$ cat config.mk
export PLATFORM = sky130hd
export DESIGN_NAME = sorted_alarm_event_table_core_flat
export DESIGN_NICKNAME = d
export VERILOG_FILES = /design/src/hw/rtl/saet_pkg.sv /design/src/hw/rtl/saet_req_if.sv /design/src/hw/rtl/saet_rsp_if.sv /design/src/hw/rtl/saet_dp.sv /design/src/hw/rtl/saet_ctrl.sv /design/src/hw/rtl/sorted_alarm_event_table_core.sv /design/src/flat_wrapper.sv
export SDC_FILE = /design/constraint.sdc
export NUM_CORES = 1
export LEC_CHECK = 0
export ABC_AREA = 1
export BUFFER_PORTS_ARGS = -buffer_cell sky130_fd_sc_hd__buf_2
export CAP_MARGIN = 20
export CORE_AREA = 5 5 248 250
export DETAILED_ROUTE_END_ITERATION = 10
export DIE_AREA = 0 0 253 255
export PLACE_DENSITY = 0.53
export SLEW_MARGIN = 20
export SYNTH_ARGS = -nofsm -noshare
export SYNTH_HDL_FRONTEND = slang
export SYNTH_SLANG_ARGS = --single-unit
$ cat constraint.sdc
create_clock -name clk -period 4.3 [get_ports clk]
set_clock_uncertainty 0.05 [all_clocks]
set_input_delay 0.215 -clock clk [delete_from_list [all_inputs] [get_ports clk]]
set_output_delay 0.215 -clock clk [all_outputs]
set_load 0.05 [all_outputs]
$ cat src/hw/rtl/saet_pkg.sv
`timescale 1ns / 1ps
// ----------------------------------------------------------------------------
// saet_pkg: shared types and constants for the sorted alarm event table
// Field widths, mode/status/action codes, the entry format, and the command
// and status words between the controller and the datapath.
// ----------------------------------------------------------------------------
package saet_pkg;

    // Table depth and derived counter widths
    localparam int CAPACITY = 24;
    localparam int CNT_W    = $clog2(CAPACITY + 1);
    localparam int IDX_W    = (CAPACITY > 1) ? $clog2(CAPACITY) : 1;

    // Fixed field widths
    localparam int HOUR_W   = 4;
    localparam int MINUTE_W = 6;
    localparam int MODE_W   = 2;
    localparam int WDAY_W   = 3;
    localparam int MDAY_W   = 5;
    localparam int STAT_W   = 2;
    localparam int COUNT_W  = 5;
    localparam int KEY_W    = 1 + HOUR_W + MINUTE_W;
    localparam int HM_W     = HOUR_W + MINUTE_W;

    // Action codes
    localparam logic ACT_INSERT = 1'b0;
    localparam logic ACT_CHECK  = 1'b1;

    // Repeat modes
    localparam logic [MODE_W-1:0] MODE_ONCE   = 2'd0;
    localparam logic [MODE_W-1:0] MODE_DAILY  = 2'd1;
    localparam logic [MODE_W-1:0] MODE_WEEKLY = 2'd2;

    // Result status codes
    localparam logic [STAT_W-1:0] STAT_CHECK    = 2'd0;
    localparam logic [STAT_W-1:0] STAT_INSERTED = 2'd1;
    localparam logic [STAT_W-1:0] STAT_DUP      = 2'd2;
    localparam logic [STAT_W-1:0] STAT_RESTART  = 2'd3;

    // One stored event
    typedef struct packed {
        logic [HOUR_W-1:0]   hour;
        logic [MINUTE_W-1:0] minute;
        logic                pm;
        logic [MODE_W-1:0]   mode;
    } entry_t;

    // Input word
    typedef struct packed {
        logic                action;
        logic [HOUR_W-1:0]   hour;
        logic [MINUTE_W-1:0] minute;
        logic                pm;
        logic [MODE_W-1:0]   repeat_mode;
        logic [WDAY_W-1:0]   weekday;
        logic [MDAY_W-1:0]   month_day;
    } item_t;

    // Result word
    typedef struct packed {
        logic [STAT_W-1:0]   status;
        logic                event_valid;
        logic [HOUR_W-1:0]   event_hour;
        logic [MINUTE_W-1:0] event_minute;
        logic                event_pm;
        logic [MODE_W-1:0]   event_mode;
        logic                alarm_on;
        logic [COUNT_W-1:0]  table_fill;
    } result_t;

    // Controller to datapath
    typedef struct packed {
        logic accept;
        logic ins_scan;
        logic ins_shift;
        logic chk_fwd;
        logic chk_min;
        logic chk_fire;
        logic load_out;
    } dp_cmd_t;

    // Datapath to controller
    typedef struct packed {
        logic is_check;
        logic table_empty;
        logic idx_end;
        logic ins_less;
        logic ins_equal;
        logic shift_end;
        logic fwd_hit;
        logic out_free;
    } dp_sts_t;

    // Sort key: AM/PM, then hour, then minute
    function automatic logic [KEY_W-1:0] sort_key(input logic pm,
                                                  input logic [HOUR_W-1:0] hour,
                                                  input logic [MINUTE_W-1:0] minute);
        return {pm, hour, minute};
    endfunction

endpackage

$ cat src/hw/rtl/saet_req_if.sv
`timescale 1ns / 1ps
// ----------------------------------------------------------------------------
// saet_req_if: input channel of the alarm table
// Valid/ready handshake carrying one insert or check word.
// ----------------------------------------------------------------------------
interface saet_req_if;
    logic       valid;
    logic       ready;
    logic       action;
    logic [3:0] hour;
    logic [5:0] minute;
    logic       pm;
    logic [1:0] repeat_mode;
    logic [2:0] weekday;
    logic [4:0] month_day;

    modport source (
        output valid, action, hour, minute, pm, repeat_mode, weekday, month_day,
        input  ready
    );

    modport sink (
        input  valid, action, hour, minute, pm, repeat_mode, weekday, month_day,
        output ready
    );
endinterface

$ cat src/hw/rtl/saet_rsp_if.sv
`timescale 1ns / 1ps
// ----------------------------------------------------------------------------
// saet_rsp_if: result channel of the alarm table
// Valid/ready handshake carrying one result word per input word.
// ----------------------------------------------------------------------------
interface saet_rsp_if;
    logic       valid;
    logic       ready;
    logic [1:0] status;
    logic       event_valid;
    logic [3:0] event_hour;
    logic [5:0] event_minute;
    logic       event_pm;
    logic [1:0] event_mode;
    logic       alarm_on;
    logic [4:0] table_fill;

    modport source (
        output valid, status, event_valid, event_hour, event_minute, event_pm,
               event_mode, alarm_on, table_fill,
        input  ready
    );

    modport sink (
        input  valid, status, event_valid, event_hour, event_minute, event_pm,
               event_mode, alarm_on, table_fill,
        output ready
    );
endinterface

$ cat src/hw/rtl/saet_dp.sv
`timescale 1ns / 1ps
// ----------------------------------------------------------------------------
// saet_dp: alarm table datapath
// Register file of sorted entries, scan/shift counters, once-day latch,
// weekly date register, result assembly and the output register.
// ----------------------------------------------------------------------------
module saet_dp
    import saet_pkg::*;
(
    input  logic              clk,
    input  logic              rst_n,
    input  item_t             req_item,
    input  logic              rsp_ready,
    input  logic              cfg_we,
    input  logic [MDAY_W-1:0] cfg_wdata,
    input  dp_cmd_t           cmd,
    output dp_sts_t           sts,
    output logic              out_valid,
    output result_t           out_word
);

    // Storage and control registers
    entry_t              store_reg [CAPACITY];
    logic [CNT_W-1:0]    count_reg;
    logic [WDAY_W-1:0]   once_day_reg;
    logic                once_open_reg;
    logic [MDAY_W-1:0]   wmd_reg;
    logic [CNT_W-1:0]    idx_reg;
    logic [CNT_W-1:0]    k_reg;
    logic                restart_reg;
    logic                out_valid_reg;

    // Payload registers
    item_t               item_reg;
    entry_t              pick_reg;
    logic [HM_W:0]       best_reg;
    logic [STAT_W-1:0]   res_status_reg;
    logic                res_valid_reg;
    logic                res_fire_reg;
    result_t             out_reg;

    logic [IDX_W-1:0]    rd_ix;
    logic [IDX_W-1:0]    wr_ix;
    logic [IDX_W-1:0]    src_ix;
    logic [CNT_W-1:0]    k_dec;
    entry_t              rd_entry;
    entry_t              new_entry;
    logic [KEY_W-1:0]    rd_key;
    logic [KEY_W-1:0]    new_key;
    logic [HM_W:0]       rd_hm;
    logic                idx_end;
    logic                time_match;
    logic                fire;

    // Entry read at the scan index
    assign rd_ix    = idx_reg[IDX_W-1:0];
    assign rd_entry = (idx_reg < CNT_W'(CAPACITY)) ? store_reg[rd_ix] : '0;
    assign rd_key   = sort_key(rd_entry.pm, rd_entry.hour, rd_entry.minute);
    assign new_key  = sort_key(item_reg.pm, item_reg.hour, item_reg.minute);
    assign rd_hm    = {1'b0, rd_entry.hour, rd_entry.minute};
    assign idx_end  = (idx_reg == count_reg);

    assign new_entry.hour   = item_reg.hour;
    assign new_entry.minute = item_reg.minute;
    assign new_entry.pm     = item_reg.pm;
    assign new_entry.mode   = item_reg.repeat_mode;

    // Shift addresses
    assign k_dec  = k_reg - CNT_W'(1);
    assign wr_ix  = k_reg[IDX_W-1:0];
    assign src_ix = k_dec[IDX_W-1:0];

    // Status to controller
    always_comb
    begin
        sts.is_check    = (req_item.action == ACT_CHECK);
        sts.table_empty = (count_reg == '0);
        sts.idx_end     = idx_end;
        sts.ins_less    = !idx_end && (new_key < rd_key);
        sts.ins_equal   = !idx_end && (new_key == rd_key);
        sts.shift_end   = (k_reg == idx_reg);
        sts.fwd_hit     = !idx_end && (rd_key >= new_key);
        sts.out_free    = !out_valid_reg || rsp_ready;
    end

    // Alarm firing rule for the picked event
    assign time_match = (pick_reg.hour == item_reg.hour) &&
                        (pick_reg.minute == item_reg.minute) &&
                        (pick_reg.pm == item_reg.pm);

    always_comb
    begin
        unique case (pick_reg.mode)
            MODE_ONCE:   fire = time_match &&
                                (once_open_reg || (once_day_reg == item_reg.weekday));
            MODE_DAILY:  fire = time_match;
            MODE_WEEKLY: fire = time_match && (item_reg.month_day == wmd_reg);
            default:     fire = 1'b0;
        endcase
    end

    // Entry storage: shift up one slot per cycle, then place the new entry
    always_ff @(posedge clk)
    begin
        if (cmd.ins_shift)
        begin
            if (k_reg == idx_reg)
                store_reg[rd_ix] <= new_entry;
            else
                store_reg[wr_ix] <= store_reg[src_ix];
        end
    end

    // Control state
    always_ff @(posedge clk or negedge rst_n)
    begin
        if (!rst_n)
        begin
            count_reg     <= '0;
            once_day_reg  <= '0;
            once_open_reg <= 1'b1;
            wmd_reg       <= '0;
            idx_reg       <= '0;
            k_reg         <= '0;
            restart_reg   <= 1'b0;
            out_valid_reg <= 1'b0;
        end
        else
        begin
            if (cfg_we)
                wmd_reg <= cfg_wdata;

            // new word: full table on insert starts over
            if (cmd.accept)
            begin
                idx_reg     <= '0;
                restart_reg <= 1'b0;
                if (req_item.action == ACT_INSERT && count_reg >= CNT_W'(CAPACITY))
                begin
                    count_reg   <= '0;
                    restart_reg <= 1'b1;
                end
            end

            // insert search
            if (cmd.ins_scan)
            begin
                if (idx_end || sts.ins_less)
                    k_reg <= count_reg;
                else if (!sts.ins_equal)
                    idx_reg <= idx_reg + CNT_W'(1);
            end

            // insert shift
            if (cmd.ins_shift)
            begin
                if (k_reg == idx_reg)
                    count_reg <= count_reg + CNT_W'(1);
                else
                    k_reg <= k_dec;
            end

            // forward search, then wraparound minimum search
            if (cmd.chk_fwd)
            begin
                if (idx_end)
                    idx_reg <= '0;
                else if (!sts.fwd_hit)
                    idx_reg <= idx_reg + CNT_W'(1);
            end

            if (cmd.chk_min && !idx_end)
                idx_reg <= idx_reg + CNT_W'(1);

            // once-day latch on first report of a once event
            if (cmd.chk_fire && pick_reg.mode == MODE_ONCE && once_open_reg)
            begin
                once_day_reg  <= item_reg.weekday;
                once_open_reg <= 1'b0;
            end

            if (cmd.load_out)
                out_valid_reg <= 1'b1;
            else if (rsp_ready)
                out_valid_reg <= 1'b0;
        end
    end

    // Payload: item, pick, result and output word
    always_ff @(posedge clk)
    begin
        if (cmd.accept)
        begin
            item_reg       <= req_item;
            pick_reg       <= '0;
            best_reg       <= '1;
            res_status_reg <= STAT_CHECK;
            res_valid_reg  <= 1'b0;
            res_fire_reg   <= 1'b0;
        end

        if (cmd.ins_scan && sts.ins_equal)
            res_status_reg <= STAT_DUP;

        if (cmd.ins_shift && k_reg == idx_reg)
            res_status_reg <= restart_reg ? STAT_RESTART : STAT_INSERTED;

        if (cmd.chk_fwd && sts.fwd_hit)
            pick_reg <= rd_entry;

        if (cmd.chk_min && !idx_end && rd_hm < best_reg)
        begin
            best_reg <= rd_hm;
            pick_reg <= rd_entry;
        end

        if (cmd.chk_fire)
        begin
            res_valid_reg <= 1'b1;
            res_fire_reg  <= fire;
        end

        if (cmd.load_out)
        begin
            out_reg.status       <= res_status_reg;
            out_reg.event_valid  <= res_valid_reg;
            out_reg.event_hour   <= pick_reg.hour;
            out_reg.event_minute <= pick_reg.minute;
            out_reg.event_pm     <= pick_reg.pm;
            out_reg.event_mode   <= pick_reg.mode;
            out_reg.alarm_on     <= res_fire_reg;
            out_reg.table_fill   <= COUNT_W'(count_reg);
        end
    end

    assign out_valid = out_valid_reg;
    assign out_word  = out_reg;

endmodule

$ cat src/hw/rtl/saet_ctrl.sv
`timescale 1ns / 1ps
// ----------------------------------------------------------------------------
// saet_ctrl: alarm table sequencer
// Steps the datapath through search, shift and scan phases one entry per
// cycle and hands the finished word to the output register.
// ----------------------------------------------------------------------------
module saet_ctrl
    import saet_pkg::*;
(
    input  logic    clk,
    input  logic    rst_n,
    input  logic    req_valid,
    input  dp_sts_t sts,
    output logic    req_ready,
    output dp_cmd_t cmd
);

    typedef enum logic [2:0] {
        S_IDLE,
        S_INS_SCAN,
        S_INS_SHIFT,
        S_CHK_FWD,
        S_CHK_MIN,
        S_CHK_FIRE,
        S_DONE
    } state_t;

    state_t state_reg;
    state_t state_next;

    // Commands decoded from state
    always_comb
    begin
        cmd.accept    = (state_reg == S_IDLE) && req_valid;
        cmd.ins_scan  = (state_reg == S_INS_SCAN);
        cmd.ins_shift = (state_reg == S_INS_SHIFT);
        cmd.chk_fwd   = (state_reg == S_CHK_FWD);
        cmd.chk_min   = (state_reg == S_CHK_MIN);
        cmd.chk_fire  = (state_reg == S_CHK_FIRE);
        cmd.load_out  = (state_reg == S_DONE) && sts.out_free;
    end

    assign req_ready = (state_reg == S_IDLE);

    // Next state
    always_comb
    begin
        state_next = state_reg;
        unique case (state_reg)
            S_IDLE:
            begin
                if (req_valid)
                begin
                    if (!sts.is_check)
                        state_next = S_INS_SCAN;
                    else if (sts.table_empty)
                        state_next = S_DONE;
                    else
                        state_next = S_CHK_FWD;
                end
            end
            S_INS_SCAN:
            begin
                priority if (sts.ins_equal)
                    state_next = S_DONE;
                else if (sts.idx_end || sts.ins_less)
                    state_next = S_INS_SHIFT;
            end
            S_INS_SHIFT:
            begin
                if (sts.shift_end)
                    state_next = S_DONE;
            end
            S_CHK_FWD:
            begin
                priority if (sts.fwd_hit)
                    state_next = S_CHK_FIRE;
                else if (sts.idx_end)
                    state_next = S_CHK_MIN;
            end
            S_CHK_MIN:
            begin
                if (sts.idx_end)
                    state_next = S_CHK_FIRE;
            end
            S_CHK_FIRE:
                state_next = S_DONE;
            S_DONE:
            begin
                if (sts.out_free)
                    state_next = S_IDLE;
            end
            default:
                state_next = S_IDLE;
        endcase
    end

    always_ff @(posedge clk or negedge rst_n)
    begin
        if (!rst_n)
            state_reg <= S_IDLE;
        else
            state_reg <= state_next;
    end

endmodule

$ cat src/hw/rtl/sorted_alarm_event_table_core.sv
`timescale 1ns / 1ps
// ----------------------------------------------------------------------------
// sorted_alarm_event_table_core: sorted alarm event table
// Holds up to CAPACITY alarm events in time order; inserts events and reports
// the next event for a given current time, with its firing flag.
// ----------------------------------------------------------------------------
// Usage:
//   req  : valid/ready input word; action selects insert or check.
//   rsp  : valid/ready result word, exactly one per input word, in order.
//   cfg_we/cfg_wdata : writes the weekly match date; write only while idle.
// Phases (one table entry visited per cycle):
//   insert : accept, search, then shift unless a duplicate, then hand-off
//            to the output register (a full table restarts empty).
//   check  : accept, forward scan, minimum scan if the forward scan finds
//            nothing, fire, then hand-off; an empty table goes to hand-off.
//   One word is processed at a time; req.ready is high only while idle.
// The result sits in an output register, so the next word is accepted while
// an earlier result waits; if the receiver stalls past that, the finished
// word holds in the sequencer and req.ready stays low.
// Reset: table empty, once-day latch open, weekly date 0, no result pending.
// ----------------------------------------------------------------------------
module sorted_alarm_event_table_core
    import saet_pkg::*;
(
    input  logic              clk,
    input  logic              rst_n,
    saet_req_if.sink          req,
    saet_rsp_if.source        rsp,
    input  logic              cfg_we,
    input  logic [MDAY_W-1:0] cfg_wdata
);

    item_t   req_item;
    result_t out_word;
    dp_cmd_t cmd;
    dp_sts_t sts;
    logic    out_valid;
    logic    req_ready;

    // Pack input word
    always_comb
    begin
        req_item.action      = req.action;
        req_item.hour        = req.hour;
        req_item.minute      = req.minute;
        req_item.pm          = req.pm;
        req_item.repeat_mode = req.repeat_mode;
        req_item.weekday     = req.weekday;
        req_item.month_day   = req.month_day;
    end

    saet_ctrl u_ctrl (
        .clk       (clk),
        .rst_n     (rst_n),
        .req_valid (req.valid),
        .sts       (sts),
        .req_ready (req_ready),
        .cmd       (cmd)
    );

    saet_dp u_dp (
        .clk       (clk),
        .rst_n     (rst_n),
        .req_item  (req_item),
        .rsp_ready (rsp.ready),
        .cfg_we    (cfg_we),
        .cfg_wdata (cfg_wdata),
        .cmd       (cmd),
        .sts       (sts),
        .out_valid (out_valid),
        .out_word  (out_word)
    );

    // Drive channels
    assign req.ready        = req_ready;
    assign rsp.valid        = out_valid;
    assign rsp.status       = out_word.status;
    assign rsp.event_valid  = out_word.event_valid;
    assign rsp.event_hour   = out_word.event_hour;
    assign rsp.event_minute = out_word.event_minute;
    assign rsp.event_pm     = out_word.event_pm;
    assign rsp.event_mode   = out_word.event_mode;
    assign rsp.alarm_on     = out_word.alarm_on;
    assign rsp.table_fill   = out_word.table_fill;

endmodule

$ cat src/flat_wrapper.sv
// flat-port wrapper written by rule: the top's interface ports become plain ports
module sorted_alarm_event_table_core_flat import saet_pkg::*;
  (clk, rst_n, cfg_we, cfg_wdata, req_valid, req_action, req_hour, req_minute, req_pm, req_repeat_mode, req_weekday, req_month_day, req_ready, rsp_valid, rsp_status, rsp_event_valid, rsp_event_hour, rsp_event_minute, rsp_event_pm, rsp_event_mode, rsp_alarm_on, rsp_table_fill, rsp_ready);
  saet_req_if req_i ();
  saet_rsp_if rsp_i ();
  input  logic clk;
  input  logic rst_n;
  input  logic cfg_we;
  input  logic [MDAY_W-1:0] cfg_wdata;
  input wire logic [$bits(req_i.valid)-1:0] req_valid;
  input wire logic [$bits(req_i.action)-1:0] req_action;
  input wire logic [$bits(req_i.hour)-1:0] req_hour;
  input wire logic [$bits(req_i.minute)-1:0] req_minute;
  input wire logic [$bits(req_i.pm)-1:0] req_pm;
  input wire logic [$bits(req_i.repeat_mode)-1:0] req_repeat_mode;
  input wire logic [$bits(req_i.weekday)-1:0] req_weekday;
  input wire logic [$bits(req_i.month_day)-1:0] req_month_day;
  output wire logic [$bits(req_i.ready)-1:0] req_ready;
  output wire logic [$bits(rsp_i.valid)-1:0] rsp_valid;
  output wire logic [$bits(rsp_i.status)-1:0] rsp_status;
  output wire logic [$bits(rsp_i.event_valid)-1:0] rsp_event_valid;
  output wire logic [$bits(rsp_i.event_hour)-1:0] rsp_event_hour;
  output wire logic [$bits(rsp_i.event_minute)-1:0] rsp_event_minute;
  output wire logic [$bits(rsp_i.event_pm)-1:0] rsp_event_pm;
  output wire logic [$bits(rsp_i.event_mode)-1:0] rsp_event_mode;
  output wire logic [$bits(rsp_i.alarm_on)-1:0] rsp_alarm_on;
  output wire logic [$bits(rsp_i.table_fill)-1:0] rsp_table_fill;
  input wire logic [$bits(rsp_i.ready)-1:0] rsp_ready;
  assign req_i.valid = req_valid;
  assign req_i.action = req_action;
  assign req_i.hour = req_hour;
  assign req_i.minute = req_minute;
  assign req_i.pm = req_pm;
  assign req_i.repeat_mode = req_repeat_mode;
  assign req_i.weekday = req_weekday;
  assign req_i.month_day = req_month_day;
  assign req_ready = req_i.ready;
  assign rsp_valid = rsp_i.valid;
  assign rsp_status = rsp_i.status;
  assign rsp_event_valid = rsp_i.event_valid;
  assign rsp_event_hour = rsp_i.event_hour;
  assign rsp_event_minute = rsp_i.event_minute;
  assign rsp_event_pm = rsp_i.event_pm;
  assign rsp_event_mode = rsp_i.event_mode;
  assign rsp_alarm_on = rsp_i.alarm_on;
  assign rsp_table_fill = rsp_i.table_fill;
  assign rsp_i.ready = rsp_ready;
  sorted_alarm_event_table_core u_core (.clk(clk), .rst_n(rst_n), .req(req_i), .rsp(rsp_i), .cfg_we(cfg_we), .cfg_wdata(cfg_wdata));
endmodule
* Word level (Yosys, flattened, before mapping) *
Memories as Yosys holds them, arrays and structs flattened.
Index checks and enable logic that the tools add are counted.

storage, ports and cells
  memories = 1
  output and inout bits = 24
  memory bits (writable) = 312
  logic and storage cells = 148
  register bits = 100

memories
  memory                 words  bits a word  read ports  clocked after memory_dff  wr ports  line           source
  u_core.u_dp.store_reg  24     13           2           0                         1         saet_dp.sv:23  entry_t store_reg [CAPACITY];

cells by class
  $add $sub $neg = 3
  multiplexer cells = 52
  order comparisons = 5
  reduce and logical (&&, ||, !) cells = 32
  bitwise operators = 1
  equal/unequal tests = 22

operators by type and width
  operator                                                count
  two-way mux 5 bit                                       17
  two-way mux 13 bit                                      5
  two-way mux 3 bit                                       10
  case mux 3 bit (7 select lines)                         1
  two-way mux 10 bit                                      2
  logical AND 1 bit                                       17
  equality test 5 bit                                     3
  OR reduction 13 bit                                     1
  two-way mux 1 bit                                       12
  equality test 11 bit                                    1
  >= comparator 11 bit                                    1
  less-than comparator 10 x 11 -> 1 bit                   1
  less-than comparator 11 bit                             1
  adder 5 x 1 -> 5 bit (second input constant)            2
  equality test 3 bit (second input constant)             3
  two-way mux 2 bit                                       4
  equality test 3 x 2 -> 1 bit (second input constant)    2
  equality test 6 bit                                     1
  inequality test 3 x 1 -> 1 bit (second input constant)  2
  AND reduction 6 bit                                     1
  nonzero test 2 bit                                      3
  nonzero test 3 bit                                      2
  >= comparator 5 bit (second input constant)             1
  logical NOT 5 bit                                       1
  16 further kinds                                        21

* Depth between registers and ports, before layout *
Gate-level depths: netlist of run 1.

  depth after elaboration = 11
  mapped depth = 26
  mapped depth without buffers = 24

* By module *
From an unflattened synthesis of run 1, not the netlist that was laid out.

second synthesis, totals
  cell total of the unflattened synthesis = 2,183
  area, all modules = 20,951.3 sq um

by module, submodules not included
  module     cells an instance  times used  sequential area each (sq um)  area an instance (sq um)
  saet_dp    2,114              1           12,132.9                      20,551.0
  saet_ctrl  69                 1           75.1                          400.4

* Least setup slack after synthesis of run 1 *
No wires, ideal clock.

  path type = flip-flop to flip-flop
  start = register u_core.u_dp.idx_reg[1]
  end = register u_core.u_dp.pick_reg[0] in the netlist's numbering (enable)
  library setup time = 367 ps
  stages on the path, launching flop included = 17
  buffers on the path = 3
  data arrival time = 2,962 ps
  data required time = 3,883 ps
  slack = 921 ps
  cells stage by stage = dfrtp_1 > inv_1 > buf_4 > buf_4 > clkbuf_1 > a21oi_1 > o21ai_0 > nand3_1 > nand3_1 > nand2_1 > ha_1 > nand3_1 > nor3_1 > o21ai_0 > nor2_1 > inv_1 > nand3_1

RTL lines
  item                    line            source
  start, declared         saet_dp.sv:28   logic [CNT_W-1:0] idx_reg;
  start signal, assigned  saet_dp.sv:151  idx_reg <= idx_reg + CNT_W'(1);
  start signal, assigned  saet_dp.sv:169  idx_reg <= idx_reg + CNT_W'(1);
  start signal, assigned  saet_dp.sv:173  idx_reg <= idx_reg + CNT_W'(1);
  end signal, assigned    saet_dp.sv:209  pick_reg <= rd_entry;
  end signal, assigned    saet_dp.sv:214  pick_reg <= rd_entry;
  end, declared           saet_dp.sv:35   entry_t pick_reg;

==> metrics list, run 1 <==
- Most frequent cell on the critical path: sky130_fd_sc_hd__nand2_1
- For the worst setup path, the data required time is 4490 ps.
- In this run the power density over the cells is 835 mW/mm².
- Result of the run: finished clean
* Pin slew with the least headroom to its limit: roughly 970 ps
* Fraction of layout instances using a drive strength above 1: about 11%
* Syn Nets: approximately 2100
* Accumulated negative setup slack: 0 ps
* Max FFs per register: between 300 and 400
- CTS tree: yes
- Entering global routing, the biggest net connects approximately 130 pins.
- Number of placement rows: between 80 and 90
- The root buffer cell chosen for the clock tree is sky130_fd_sc_hd__clkbuf_16.
- Synthesis-stage register bit count: ~410
- Synth warnings: 0
- The biggest area contributor in the post-synthesis netlist is sky130_fd_sc_hd__edfxtp_1.
- Post-synth top flop: sky130_fd_sc_hd__edfxtp_1
* Vertical die dimension: approximately 260 µm
- Setup repair after global routing left no endpoint under its margin.
- Sum of net half-perimeters after detailed placement: 39300 µm
- Proportion of synthesized flip-flops having asynchronous set or reset: between 7 and 8%
* Path type of the worst min-delay path: input pin to async pin
- The detail route stage leaves a number of antenna-violating nets equal to 0.
- Along the worst path, the maximum fanout reaches 57.
* Maximum cell stage delay along the critical path: approximately 460 ps
* Count of final max-slew check failures: 0
* Drt first pass iters: 8
- Max Clock Freq: approximately 0.27 GHz
- For this run, the register share of the synthesized area comes to 59.7%.
- Across all hold checks on the routed design, the worst slack comes to around 220 ps.
* Most frequent cell after synthesis: sky130_fd_sc_hd__edfxtp_1
* Slew Limit Headroom: a little over a third
- Total detailed-routing wirelength: between 60000 and 70000 µm
- Dividing the detail-routed wire length by the instance count gives 21.6 µm.
- Worst path slowest cell: sky130_fd_sc_hd__dfrtp_2
* Crit Path Class: register to register
- Clock tree synthesis found a total of 412 sinks.
- The top cell type by area accounts for a little under three fifths of the synthesized area.
* Bufs and invs on worst path: 3
* Number of CTS-inserted buffers: 46
- Yosys mapped the design onto 40 distinct sky130hd cell types.
- Violation count after the first detailed-route iteration: ~1900
* Post-route minimum period: about 3700 ps
- Sorting the synthesized cells by how often they occur yields sky130_fd_sc_hd__edfxtp_1 (381), sky130_fd_sc_hd__o21ai_0 (321), sky130_fd_sc_hd__nand2_1 (254).
- Clock insertion delay at the later pin of the skew report: about 600 ps
- Floorplan die area: approximately 0.065 mm²
- Largest cells by area after synthesis: sky130_fd_sc_hd__edfxtp_1 (56%), sky130_fd_sc_hd__o21ai_0 (7.9%), sky130_fd_sc_hd__a21oi_1 (5.0%)
- Final hold viol count: 0
* Die W: 253 µm
* Post-synth EDFFs: between 300 and 400
- The number of global-route vias before repair was approximately 15000.
- Number of max-cap violations: 0
- For the worst setup path, the data arrival time is approximately 3900 ps.
- Worst IR Drop VDD: 0.492 mV
- Walking the worst path, the cells encountered are inv_6, buf_12, a21oi_1, o21ai_0, nand3_1, nand3_1, nand2_1, nand2_1, nand2_1, ha_1, nand4_1, nor3_1, o21ai_0, nor2_1, inv_1, nand3_2.
- Antenna violations before repair: 0
- Number of port buffers: between 50 and 60
* Initial Util: between 30% and 40%
- Number of nets at the end of the flow: between 2000 and 2500
* Critical path endpoint category: register
- The first global-routing pass estimated about 95000 µm of wire.
- H-tree Lvls: 2
* Gate family responsible for the most delay along the worst path: simple AND/OR/NAND/NOR gates
- The final critical path takes up slightly below 90% of the cycle.
- Final setup vio count: 0
* Number of standard cells after synthesis: 2066
- Compared with the post-synthesis result, the final layout area differs by 16.6%.
- For this run, the total global-route usage over all layers was measured as 19.3%.
* Buffers inserted by post-CTS timing repair: 0
* Mean cell area of the mapped netlist: around 10 µm²
* Crit path depth: 16
* Final antenna diode count: 0
* Core box area: 0.0588 mm²
* Final global-route overflow total: 0
- After clock tree synthesis, the clock-pin slew on the worst setup and hold paths is 60 ps.
- Across all layers, the routed design uses 16200 vias.
- Post-synth design cell area: approximately 0.020 mm²
- Counting cells, the worst reg-to-reg path comes to 16.
- DRC Markers: 0
- Max clock buf depth: 3
- Dividing the detail-routed via count by the number of cells gives ~5.5.
- The congestion estimate from routability-driven global placement came to 0.900.
* Category of the worst setup path launch point: register
- In this run the static leakage power is 0.00881 µW.
* I/O Pins: 56
[metrics by stage]
step	utilization (%)	setup WS (ps)	power, µW	cells	instance area [µm²]
finish	40.5	575	19900	2956	23800
global route	40.5	204	21200	2956	23800
CTS	40.5	365	19900	2956	23800
detailed placement	37.3	387	15800	2834	21900
global placement	37.3	497	15600	2834	21900
floorplan	-	921	12100	2066	20400
[layer usage]
metal / up-vias / part of all wire (%) / track usage [%]
met3: 113 / 8.6 / 3.09
met2: 751 / 46 / 30.6
met4: 0 / 3.2 / 6.77
li1: 7563 / - / -
met5: - / 0 / 0
met1: 7818 / 43 / 27.1
[final timing paths]
kind / from / end / slack (ps)
setup / recovery: u_core.u_dp.idx_reg[0] / u_core.u_dp.pick_reg[7] / 580
hold / removal: rst_n / u_core.u_dp.wmd_reg[0] / 220
setup reg to reg: u_core.u_dp.idx_reg[0] / u_core.u_dp.pick_reg[7] / 580
hold reg to reg: u_core.u_dp.res_fire_reg / u_core.u_dp.out_word[5] / 370
max in group asynchronous: rst_n / u_core.u_dp.k_reg[0] / 3420
min in group clk: req_valid / u_core.u_ctrl.state_reg[1] / 220
[power breakdown]
group          internal [µW]  total [µW]  leakage [µW]  switching (µW)
sequential              5540        5820       0.00380             281
combinational           2880       10000       0.00425            7160
clock                   2430        4040      0.000750            1610
total                  10900       19900       0.00881            9050
[worst reg2reg max path, cell delays in order (launching register included)]
cell and delay [ps]:
sky130_fd_sc_hd__dfrtp_2 460, sky130_fd_sc_hd__inv_6 220, sky130_fd_sc_hd__buf_12 290, sky130_fd_sc_hd__a21oi_1 120, sky130_fd_sc_hd__o21ai_0 80, sky130_fd_sc_hd__nand3_1 110, sky130_fd_sc_hd__nand3_1 100, sky130_fd_sc_hd__nand2_1 160
sky130_fd_sc_hd__nand2_1 140, sky130_fd_sc_hd__nand2_1 160, sky130_fd_sc_hd__ha_1 380, sky130_fd_sc_hd__nand4_1 120, sky130_fd_sc_hd__nor3_1 320, sky130_fd_sc_hd__o21ai_0 180, sky130_fd_sc_hd__nor2_1 150, sky130_fd_sc_hd__inv_1 80
sky130_fd_sc_hd__nand3_2 250
[layout make-up]
cell class	instances	area [µm²]
clock buffer	63	1280
timing repair buffer	172	1430
sequential	412	12200
tap	773	967
multi-input combinational	1319	6930
inverter	195	738
fill	5562	35000
clock inverter	22	269
[repair_timing]
item                       in CTS  in global routing
setup endpoints to repair       0                 13
resized for setup               0                  1
hold buffers                   37                  0
hold endpoints to repair       57                  0
[kinds of logic after synthesis]
logic type,synth area share [%]
compound gates,18.3
flops,59.7
buf+inv,6.47
fa+ha+maj,1.47
xor+xnor,1.03
mux,0.275
simple gates,12.8
[layout by cell type, fill, tap and decap left out, types with 3 or more instances in the layout]
cell type,count
sky130_fd_sc_hd__clkinv_2,4
sky130_fd_sc_hd__buf_2,55
sky130_fd_sc_hd__nor3_1,12
sky130_fd_sc_hd__nand2_2,3
sky130_fd_sc_hd__o21ai_0,321
sky130_fd_sc_hd__clkbuf_16,47
sky130_fd_sc_hd__dfrtp_2,3
sky130_fd_sc_hd__dlygate4sd3_1,37
sky130_fd_sc_hd__a21oi_1,204
sky130_fd_sc_hd__nand4_1,21
sky130_fd_sc_hd__xor2_1,14
sky130_fd_sc_hd__o211ai_1,131
sky130_fd_sc_hd__ha_1,23
sky130_fd_sc_hd__o21ai_2,3
sky130_fd_sc_hd__xnor2_1,10
sky130_fd_sc_hd__buf_12,15
sky130_fd_sc_hd__clkbuf_8,4
sky130_fd_sc_hd__mux2_2,5
sky130_fd_sc_hd__inv_1,183
sky130_fd_sc_hd__nand3_1,164
sky130_fd_sc_hd__nor2_2,3
sky130_fd_sc_hd__inv_2,10
sky130_fd_sc_hd__buf_4,65
sky130_fd_sc_hd__clkbuf_1,12
sky130_fd_sc_hd__edfxtp_1,381
sky130_fd_sc_hd__dfrtp_1,24
sky130_fd_sc_hd__clkinv_1,11
sky130_fd_sc_hd__nand2_1,254
sky130_fd_sc_hd__o21a_1,3
sky130_fd_sc_hd__nor2_4,3
sky130_fd_sc_hd__nor2_1,120
sky130_fd_sc_hd__nor4_1,3
sky130_fd_sc_hd__bufinv_16,6
sky130_fd_sc_hd__nand3_2,7
sky130_fd_sc_hd__or2_2,3
No activity file was read; power rests on OpenSTA's default activity.
==> run 2, diff against run 1 <==
--- a/config.mk
+++ b/config.mk
@@ -8,11 +8,12 @@
 export ABC_AREA = 1
 export BUFFER_PORTS_ARGS = -buffer_cell sky130_fd_sc_hd__buf_2
 export CAP_MARGIN = 20
-export CORE_AREA = 5 5 248 250
+export CORE_AREA = 5 5 271 273
 export DETAILED_ROUTE_END_ITERATION = 10
-export DIE_AREA = 0 0 253 255
-export PLACE_DENSITY = 0.53
+export DIE_AREA = 0 0 276 278
+export PLACE_DENSITY = 0.47
 export SLEW_MARGIN = 20
 export SYNTH_ARGS = -nofsm -noshare
 export SYNTH_HDL_FRONTEND = slang
+export SYNTH_HIERARCHICAL = 1
 export SYNTH_SLANG_ARGS = --single-unit
==> metrics list, run 2 <==
* Number of standard cells after synthesis: 2183 (+5.7%)
- Arrival time of data at the critical path endpoint: 4180 ps (+270 ps)
- The remaining routing DRC violations is 0 (unchanged).
- The number of flip-flops under the largest register name was 312 (unchanged).
- Post-synth top flop: sky130_fd_sc_hd__edfxtp_1
* Area share of the largest cell type after synthesis: 54.6% (-1.4 points)
- The count of buffers inserted at the top-level ports came to 55 (unchanged).
* Most frequent cell on the critical path: sky130_fd_sc_hd__nand2_1
- In the layout the commonest cells are sky130_fd_sc_hd__edfxtp_1 (381), sky130_fd_sc_hd__nand2_1 (337), sky130_fd_sc_hd__nand3_1 (246).
* Bufs and invs on worst path: 3 (unchanged)
- The minimum clock period after layout came to 3910 ps (+182 ps).
- CTS tree: yes
- The most common cell in the synthesized netlist is sky130_fd_sc_hd__edfxtp_1.
* Worst IR Drop VDD: 0.557 mV (+13%)
* Drt first pass iters: 5 (-3)
- H-tree Lvls: 2 (unchanged)
- The number of enable-type register cells in the synthesized netlist is 381 (unchanged).
* Sequential cell area fraction in the yosys report: 58.3% (-1.5 points)
- The synthesized flop and latch total was 412 (unchanged).
* Floorplan die area: 0.0767 mm² (+19%)
- R2r setup slk: 390 ps (-180 ps)
- Power density normalized to cell area: 844 mW/mm² (+1.1%)
- Number of CTS-inserted buffers: 48 (+4.3%)
- The total wire length after detailed routing was 68700 µm (+7.6%).
* Final setup vio count: 0 (unchanged)
- The first-pass GRT wire length was 104000 µm (+8.8%).
- The ratio of final minimum period to clock period was 90.8% (+4.2 points).
- STA classifies the critical path endpoint as a register.
- Final hold viol count: 0 (unchanged)
- The post-cts gate resize count is 0 (unchanged).
* Number of max-cap violations: 0 (unchanged)
* Residual antenna-violating net count after detailed routing: 0 (unchanged)
- Unrepaired setup endpoints after global routing: no
- Gate family responsible for the most delay along the worst path: simple AND/OR/NAND/NOR gates
* Combined flip-flop and latch cell area: 0.0122 mm² (about the same)
- The root buffer cell chosen for the clock tree is sky130_fd_sc_hd__clkbuf_16.
- The boundary pin count came to 56 (unchanged).
- Initial Util: 29.6% (-5.2 points)
- The number of antenna violations at the first check in global routing was 0 (unchanged).
* Syn Nets: 2239 (+5.5%)
- Count of final max-slew check failures: 0 (unchanged)
- The standard cell core area came to 0.0709 mm² (+21%).
* Crit Path Class: register to register
* Yosys cell types: 51 (+28%)
- The maximum number of pins on one net before global-route repair was 229 (+80%).
- For this design, the slowest cell found on the critical path is sky130_fd_sc_hd__dfrtp_4.
- The count of warnings emitted by yosys is 6 (+6).
* Number of placement rows: 98 (+10%)
- The number of global-route vias before repair came to 16800 (+9.8%).
- Most common library cell in the layout ignoring fill and taps: sky130_fd_sc_hd__edfxtp_1
* Category of the worst setup path launch point: register
- The maximum buffer depth of the clock tree came to 3 (unchanged).
- Maximum cell stage delay along the critical path: 520 ps (+60 ps)
- Post-layout power: 20800 µW (+4.4%)
- Mean cell area of the mapped netlist: 9.60 µm² (-3.0%)
* Slew Limit Headroom: 22.5% (-13 points)
* Final GP Congestion: 0.873 (-3.0%)
* Path type of the worst min-delay path: input pin to register
- Library cell with the largest summed area after synthesis: sky130_fd_sc_hd__edfxtp_1
- The routed length per instance was 21.1 µm (-2.3%).
* Fill cells: 7211 (+30%)
- Result of the run: finished clean
- The later-pin clock latency in the skew report came to 590 ps (about the same).
* Via density: 5.19 (-5.5%)
- Final global-route overflow total: 0 (unchanged)
* Max Clock Freq: 0.256 GHz (-4.7%)
- The cell total after placement is 3128 (+10%).
* Worst-path clk slew: 60 ps (about the same)
* Proportion of synthesized flip-flops having asynchronous set or reset: 7.04% (unchanged)
* Accumulated negative setup slack: 0 ps (unchanged)
* Commonest cells post-synth: sky130_fd_sc_hd__edfxtp_1 (381), sky130_fd_sc_hd__nand2_1 (337), sky130_fd_sc_hd__nand3_1 (246)
- Fraction of layout instances using a drive strength above 1: 11.7% (+0.44 points)
- The final-stage net count came to 2322 (+5.4%).
- Traced cell by cell, the critical path runs through inv_6, buf_4, a21oi_1, o21ai_1, nand3_1, nand3_1, nand2_1, nand2_1, nand2_1, ha_1, a21oi_1, o21ai_0, nand2_1, nand3_1, nand2_1, nand2_1, nand2_1, buf_4, nor2_1, nand2_1, nand2_1.
- Final antenna diode count: 0 (unchanged)
- The leakage power summed over all cells was 0.00938 µW (+6.6%).
- Post-synth design cell area: 0.0210 mm² (+2.5%)
- The final standard cell count with taps included and fillers excluded came to 3256 (+10%).
- The area used by multi-input combinational logic came to 0.00716 mm² (+3.3%).
* Sum of net half-perimeters after detailed placement: 42600 µm (+8.4%)
- The required time of the critical path is 4570 ps (+80 ps).
- Die W: 276 µm (+9.1%)
- The TritonCTS sink count was 412 (unchanged).
- The area growth from synthesis to layout is 17.5%.
- The number of DRC markers after the initial detailed-route iteration is 1578 (-15%).
* Global router's overall resource usage: 17.4% (-1.9 points)
- Pin slew with the least headroom to its limit: 1160 ps (+192 ps)
* Largest cells by area after synthesis: sky130_fd_sc_hd__edfxtp_1 (55%), sky130_fd_sc_hd__nand2_1 (6.0%), sky130_fd_sc_hd__nand3_1 (5.9%)
* Vertical die dimension: 278 µm (+9.0%)
- Routed vias: 16900 (+4.1%)
* Max Fanout on Critical Path: 31 (-46%)
run 2: path summary, 6_finish.rpt:
path                                              to  cells past startpoint                           from
max                          u_core/u_dp/pick_reg[4]                     21         u_core/u_dp/idx_reg[0]
min                        u_core/u_dp/res_valid_reg                      6                      req_valid
max reg2reg                  u_core/u_dp/pick_reg[4]                     21         u_core/u_dp/idx_reg[0]
min reg2reg                 u_core/u_dp/out_word[21]                      0  u_core/u_dp/res_status_reg[1]
max in group asynchronous     u_core/u_dp/idx_reg[0]                      2                          rst_n
min in group asynchronous       u_core/u_dp/k_reg[3]                      2                          rst_n
run 2: cell type report:
type / instances / area share [%]
sequential: 412 / 49.7
multi-input combinational: 1381 / 29.1
timing repair buffer: 179 / 6.00
clock buffer: 55 / 5.11
tap: 950 / 4.83
inverter: 244 / 3.74
clock inverter: 35 / 1.57
run 2: metal layers:
layer	vias up	GRT usage, %	routed length [µm]
li1	7879	-	-
met1	8287	23.2	30100
met2	614	29.0	32300
met3	125	2.78	4300
met4	0	5.81	2070
met5	-	0	0
run 2: logic make-up after synthesis:
logic type                 count (synthesis)  synth area share, %
AOI/OAI and AO/OA                        623                 16.8
muxes                                      2                0.102
DFF                                      412                 58.3
and+or+nand+nor                          713                 14.8
buffers and inverters                    390                 7.73
xor gates and xnor gates                  19                0.830
adders and majority gates                 24                 1.43
run 2: worst reg2reg max path, delay by kind of cell (launching register included):
family                     cells  cell delay, ps
AOI/OAI and AO/OA              4             480
adders and majority gates      1             380
DFF                            1             520
and+or+nand+nor               13            1470
buffers and inverters          3             750
run 2: through the flow:
step | cell area, µm² | setup WS [ps] | hold slack, ps | util (%)
floorplan | 21000 | 742 | -131 | -
global placement | 22600 | 442 | 282 | 31.9
detailed placement | 22600 | 420 | 293 | 31.9
CTS | 24600 | 402 | 132 | 34.7
global route | 24600 | 35.3 | 197 | 34.7
finish | 24600 | 394 | 165 | 34.7
run 2: power breakdown:
part / total [µW] / switching, µW / internal, µW
combinational: 10700 / 7590 / 3090
sequential: 5830 / 338 / 5490
clock: 4270 / 1690 / 2580
run 2: timing repair:
item,CTS,global route
hold buffers,38,0
hold endpoints to repair,56,0
setup endpoints to repair,0,0
setup buffers,0,0
